==> src/rtl/pcvh_pkg.sv <==
`default_nettype none
// ----------------------------------------------------------------------------
// pcvh_pkg: shared types and microcode for the polygon convex hull scan
// Item structs, stack/step/condition codes and the control store contents.
// ----------------------------------------------------------------------------
package pcvh_pkg;

  localparam int MAX_VERTICES = 64;
  localparam int COORD_BITS   = 16;
  localparam int IDX_W        = $clog2(MAX_VERTICES);
  localparam int CNT_W        = $clog2(MAX_VERTICES + 1);
  localparam int DIFF_W       = COORD_BITS + 1;
  localparam int PROD_W       = 2 * DIFF_W;
  localparam int SEED_COUNT   = 3;   // vertices pushed without a turn test
  localparam int T2_OFFSET    = 2;   // second entry from the top

  typedef logic signed [COORD_BITS-1:0] coord_t;

  // most negative coordinate: any first vertex beats it
  localparam coord_t TOP_Y_RESET = {1'b1, {(COORD_BITS-1){1'b0}}};

  typedef struct packed {
    coord_t vertex_x;
    coord_t vertex_y;
    logic   last_vertex;
  } in_item_t;

  typedef struct packed {
    coord_t hull_x;
    coord_t hull_y;
    logic   hull_last;
    logic   overflow;
  } out_item_t;

  typedef struct packed {
    coord_t x;
    coord_t y;
  } point_t;

  typedef enum logic [3:0] {
    S_IDLE, S_INIT, S_FETCH, S_LOADV, S_RDT2, S_LDT2, S_MULA, S_MULB,
    S_TEST, S_POP, S_PUSH, S_RDK, S_OUT, S_DONE
  } step_t;

  typedef enum logic [3:0] {
    UOP_NOP, UOP_INIT, UOP_FETCH, UOP_LOADV, UOP_RDT2, UOP_LDT2, UOP_MULA,
    UOP_MULB, UOP_POP, UOP_PUSH, UOP_RDK, UOP_OUT, UOP_DONE
  } uop_t;

  typedef enum logic [2:0] {
    C_NONE, C_ALWAYS, C_NOGO, C_SEED, C_NOPOP, C_DEEP, C_MORE, C_EMORE
  } cond_t;

  typedef struct packed {
    uop_t  op;
    cond_t cond;
    step_t target;
  } ctrl_word_t;

  typedef struct packed {
    logic go;      // last vertex of a run accepted
    logic seed;    // current vertex is one of the seeds
    logic nopop;   // turn test passes, no pop needed
    logic deep;    // stack can still pop after this pop
    logic more;    // vertices remain to scan
    logic emore;   // hull entries remain to emit
  } status_t;

  // control store: a true condition jumps to target, else fall through
  function automatic ctrl_word_t ucode_rom(step_t s);
    ctrl_word_t w;
    w = '{op: UOP_NOP, cond: C_ALWAYS, target: S_IDLE};
    unique case (s)
      S_IDLE:  w = '{op: UOP_NOP,   cond: C_NOGO,   target: S_IDLE};
      S_INIT:  w = '{op: UOP_INIT,  cond: C_NONE,   target: S_IDLE};
      S_FETCH: w = '{op: UOP_FETCH, cond: C_NONE,   target: S_IDLE};
      S_LOADV: w = '{op: UOP_LOADV, cond: C_SEED,   target: S_PUSH};
      S_RDT2:  w = '{op: UOP_RDT2,  cond: C_NONE,   target: S_IDLE};
      S_LDT2:  w = '{op: UOP_LDT2,  cond: C_NONE,   target: S_IDLE};
      S_MULA:  w = '{op: UOP_MULA,  cond: C_NONE,   target: S_IDLE};
      S_MULB:  w = '{op: UOP_MULB,  cond: C_NONE,   target: S_IDLE};
      S_TEST:  w = '{op: UOP_NOP,   cond: C_NOPOP,  target: S_PUSH};
      S_POP:   w = '{op: UOP_POP,   cond: C_DEEP,   target: S_RDT2};
      S_PUSH:  w = '{op: UOP_PUSH,  cond: C_MORE,   target: S_FETCH};
      S_RDK:   w = '{op: UOP_RDK,   cond: C_NONE,   target: S_IDLE};
      S_OUT:   w = '{op: UOP_OUT,   cond: C_EMORE,  target: S_RDK};
      S_DONE:  w = '{op: UOP_DONE,  cond: C_ALWAYS, target: S_IDLE};
      default: w = '{op: UOP_NOP,   cond: C_ALWAYS, target: S_IDLE};
    endcase
    return w;
  endfunction

endpackage
`default_nettype wire

==> src/rtl/pcvh_sequencer.sv <==
`default_nettype none
// ----------------------------------------------------------------------------
// pcvh_sequencer: microcode step counter
// Reads one control word per step and resolves the conditional jump.
// ----------------------------------------------------------------------------
module pcvh_sequencer
  import pcvh_pkg::*;
(
  input  wire logic       clk,
  input  wire logic       rst_n,
  input  wire status_t    status,
  output ctrl_word_t      cw,
  output logic            busy
);

  step_t step_r, step_nxt;
  logic  taken;

  always_ff @(posedge clk) begin
    if (!rst_n) begin
      step_r <= S_IDLE;
    end else begin
      step_r <= step_nxt;
    end
  end

  always_comb begin
    unique case (cw.cond)
      C_NONE:   taken = 1'b0;
      C_ALWAYS: taken = 1'b1;
      C_NOGO:   taken = !status.go;
      C_SEED:   taken = status.seed;
      C_NOPOP:  taken = status.nopop;
      C_DEEP:   taken = status.deep;
      C_MORE:   taken = status.more;
      C_EMORE:  taken = status.emore;
      default:  taken = 1'b1;
    endcase
    step_nxt = taken ? cw.target : step_t'(step_r + 4'd1);
  end

  always_comb begin
    cw   = ucode_rom(step_r);
    busy = (step_r != S_IDLE);
  end

endmodule
`default_nettype wire

==> config.mk <==
export PLATFORM = sky130hd
export DESIGN_NAME = pcvh_sequencer
export DESIGN_NICKNAME = d
export VERILOG_FILES = /design/src/rtl/pcvh_pkg.sv /design/src/rtl/pcvh_sequencer.sv
export SDC_FILE = /design/constraint.sdc
export NUM_CORES = 1
export LEC_CHECK = 0
export ABC_AREA = 1
export BUFFER_PORTS_ARGS = -buffer_cell sky130_fd_sc_hd__buf_2
export CORE_MARGIN = 5
export CORE_UTILIZATION = 56
export CTS_CLUSTER_DIAMETER = 60
export DETAILED_ROUTE_END_ITERATION = 8
export PLACE_DENSITY = 0.87
export SYNTH_ARGS = -nofsm -noshare
export SYNTH_HDL_FRONTEND = slang
export SYNTH_SLANG_ARGS = --single-unit
==> constraint.sdc <==
create_clock -name clk -period 4.05 [get_ports clk]
set_input_delay 0.6075 -clock clk [delete_from_list [all_inputs] [get_ports clk]]
set_output_delay 0.6075 -clock clk [all_outputs]
set_load 0.01 [all_outputs]
==> impl_summary.log <==
[metrics] run status: finished, final reports clean
[metrics] Syn. warnings: 0
[metrics] die area: 2480 µm²
[metrics] post-cts resize count: 0
[metrics] EDFF count, synth: 0
[metrics] number of placement rows: 14
[metrics] number of antenna violations at the first check in global routing: 0
[metrics] layout cells sized above 1: 33.59%
[metrics] Setup Buffers After CTS: 0
[metrics] ys async rst share: 0%
[metrics] r2r worst-path depth: 12
[metrics] total of hold buffers inserted after clock tree synthesis: 0
[metrics] DR DRC count: 0
[metrics] relative area change from synthesis to final layout: 15.37%
[metrics] non-filler cells in the finished layout: 144
[metrics] path type of the worst setup path: reg2reg
[metrics] number of nets produced by synthesis: 122
[metrics] Worst IR Drop VDD: 0.0004078 V
[metrics] buffer type at the clock tree root: sky130_fd_sc_hd__clkbuf_4
[metrics] mapped cell area: 887.1 µm²
[metrics] time the final worst path needs with I/O delays and setup: 2.061 ns
[metrics] cell taking the most area after synthesis: sky130_fd_sc_hd__dfxtp_1
[metrics] share of the clock period used by the worst path after layout: 50.88%
[metrics] deepest level of the CTS H-tree: 1
[metrics] number of clock sinks seen by CTS: 15
[metrics] count of nets after finishing: 145
[metrics] routed via count: 715
[metrics] worst reg2reg path startpoint: cw[5]
[metrics] reg-to-reg slack, setup: 1.99 ns
[metrics] sequential element share of the synthesized area: 33.85%
[metrics] clock insertion delay at the later pin of the skew report: 0.28 ns
[metrics] global-route wire length before repair: 2870 µm
[metrics] I/O pin count: 20
[metrics] max-capacitance violation count: 0
[metrics] leading cell type by number of instances after synthesis: sky130_fd_sc_hd__nand2_1
[metrics] actual slew at the worst max-slew pin: 0.3474 ns
[metrics] data required time of the worst path: 4.23 ns
[metrics] Initial Util: 58.89%
[metrics] floorplan core area: 1506 µm²
[metrics] RSZ-0062 raised after global routing: false
[metrics] global route total overflow: 0
[metrics] leading cell types by total area after synthesis: sky130_fd_sc_hd__dfxtp_1, sky130_fd_sc_hd__ha_1, sky130_fd_sc_hd__nand2_1
[metrics] Sum Neg Setup Slack: 0 ns
[metrics] ordered list of cells on the worst path: inv_2 -> o21ai_4 -> nand3_4 -> nand3_1 -> nand2_1 -> nor2_1 -> inv_1 -> ha_1 -> nand4_1 -> nand2_1 -> nand2_1 -> nand2_1
[metrics] worst min-delay path class: reg2reg
[metrics] largest net degree at the start of global routing: 11
[metrics] slowest cell on the critical path: sky130_fd_sc_hd__dfxtp_1
[metrics] Max Transition Viols Final: 0
[metrics] number of inserted diodes: 0
[metrics] post-route setup slack: 1.989 ns
[metrics] GPL Wtd Cong: 0.8744
[metrics] endpoints failing setup: 0
[metrics] post-detailed-route via-to-cell ratio: 4.965
[metrics] syn avg cell area: 8.369 µm²
[metrics] synthesized flop and latch total: 15
[metrics] Leakage: 0.5443 nW
[metrics] worst-case clock skew: 0.001923 ns
[metrics] crit path launch type: register
[metrics] main flop type after synthesis: sky130_fd_sc_hd__dfxtp_1
[metrics] last element of the critical path: cw[1]
[metrics] critical register-to-register path endpoint: cw[1]
[metrics] Total Wirelength: 1557 µm
[metrics] Critical Path Sink Type: register
[metrics] gr usage total: 14.84%
[metrics] Crit path top cell by count: sky130_fd_sc_hd__nand2_1
[metrics] CTS Buffer Depth: 2
[metrics] power density over the cells: 726.3 nW/µm²
[metrics] TritonCTS buffer count: 3
[metrics] worst hold slack after final layout: 0.5092 ns
[metrics] max frequency: 0.4853 GHz
[metrics] launch point of the worst path: cw[5]
[metrics] number of placed instances, taps included: 140
[metrics] stage delay of the slowest cell on the critical path: 0.42 ns
[metrics] number of iterations in the first detailed-routing pass: 4
[metrics] floorplan die height: 49.80 µm
[metrics] pre-CTS setup slack: 1.747 ns
[metrics] gate count of the mapped netlist: 106
[metrics] estimated wirelength of the detail-placed design: 1341 µm
[metrics] maximum fanout encountered on the critical timing path: 6
[metrics] number of input and output port buffers inserted: 19
[metrics] routed wirelength normalized by instance count: 10.81 µm
[metrics] via count of the first global-routing pass: 678
[metrics] clock transition at the registers of the reported paths: 0.08 ns
[metrics] list of most frequent post-synthesis cells: sky130_fd_sc_hd__nand2_1, sky130_fd_sc_hd__dfxtp_1, sky130_fd_sc_hd__inv_1, sky130_fd_sc_hd__nand3_1
[metrics] max-slew headroom at the worst pin: 76.75%
[metrics] fraction of post-synthesis cell area in the top cell type by area: 33.85%
[metrics] First DRT Iteration DRCs: 12
[metrics] fin util: 67.94%
[metrics] remaining number of nets flagged by the antenna check after routing: 0
[metrics] critical path data arrival time: 2.24 ns
[metrics] count of final hold-check violations: 0
[metrics] DIE WIDTH: 49.80 µm
[metrics] CTS tree: done
[metrics] synth unique cells: 24
[cells by family after synthesis]
logic type / after synthesis / synth area share, %
DFF: 15 / 33.85
AOI/OAI and AO/OA: 6 / 5.501
and+or+nand+nor: 59 / 40.48
buffers and inverters: 16 / 6.910
xor gates and xnor gates: 2 / 1.975
adders and majority gates: 8 / 11.28
[critical path: cells and delay by family (launching register included)]
family / cells / cell delay, ns
adders and majority gates: 1 / 0.28
AOI/OAI and AO/OA: 1 / 0.15
and+or+nand+nor: 8 / 0.86
buffers and inverters: 2 / 0.25
DFF: 1 / 0.42
[how the worst min path moves through the flow]
| stage | from | to | cells after the start |
|---|---|---|---|
| 6_report | cw[0] | step_r[0] | 2 |
| 5_1_grt | cw[0] | step_r[0] | 2 |
| 4_1_cts | cw[0] | step_r[0] | 2 |
| 3_5_place_dp | cw[0] | step_r[0] | 2 |
| 3_3_place_gp | cw[0] | step_r[0] | 2 |
| 2_1_floorplan | cw[0] | step_r[0] | 2 |
[per-stage QoR]
| stage | power (W) | area [µm²] |
|---|---|---|
| 6_report | 0.0007434 | 1023 |
| 5_1_grt | 0.0008196 | 1023 |
| 4_1_cts | 0.0007521 | 1023 |
| 3_5_place_dp | 0.0006712 | 997.2 |
| 3_3_place_gp | 0.0006547 | 997.2 |
| 2_1_floorplan | 0.0005697 | 887.1 |
[area by class of cell]
class	count	area, µm²
clock buffers	4	26.28
fillers	127	483.0
inverters	15	56.30
multi-input cells	75	525.5
flip-flops and latches	15	300.3
well taps	16	20.02
repair buffers	19	95.09
[layer usage]
layer	GRT usage [%]	share of wire, %
met5	0	0
met3	3.916	4.7
met1	16.58	41
met4	9.170	2.9
met2	24.58	52
[cell usage in the layout (no fill, tap or decap), drive strengths merged]
cell	netlist	final
nand3b	1	1
ha	8	8
xnor2	1	1
inv	15	15
nand4	1	1
xor2	1	1
dfxtp	15	15
o21ai	4	4
nor2	11	11
nand2	28	28
buf	1	19
clkbuf	0	4
a21oi	2	2
nand3	18	18
[where the power goes]
group	internal (W)	total [W]	switching (W)
sequential	0.000198	0.000231	0.0000321
combinational	0.000159	0.000431	0.000272
clock	0.0000382	0.0000815	0.0000433
[state kept, by name (all words and copies together), names as in the netlist]
register	cells
step_r	4
cw	11
Power figures use the tool's default switching activity.
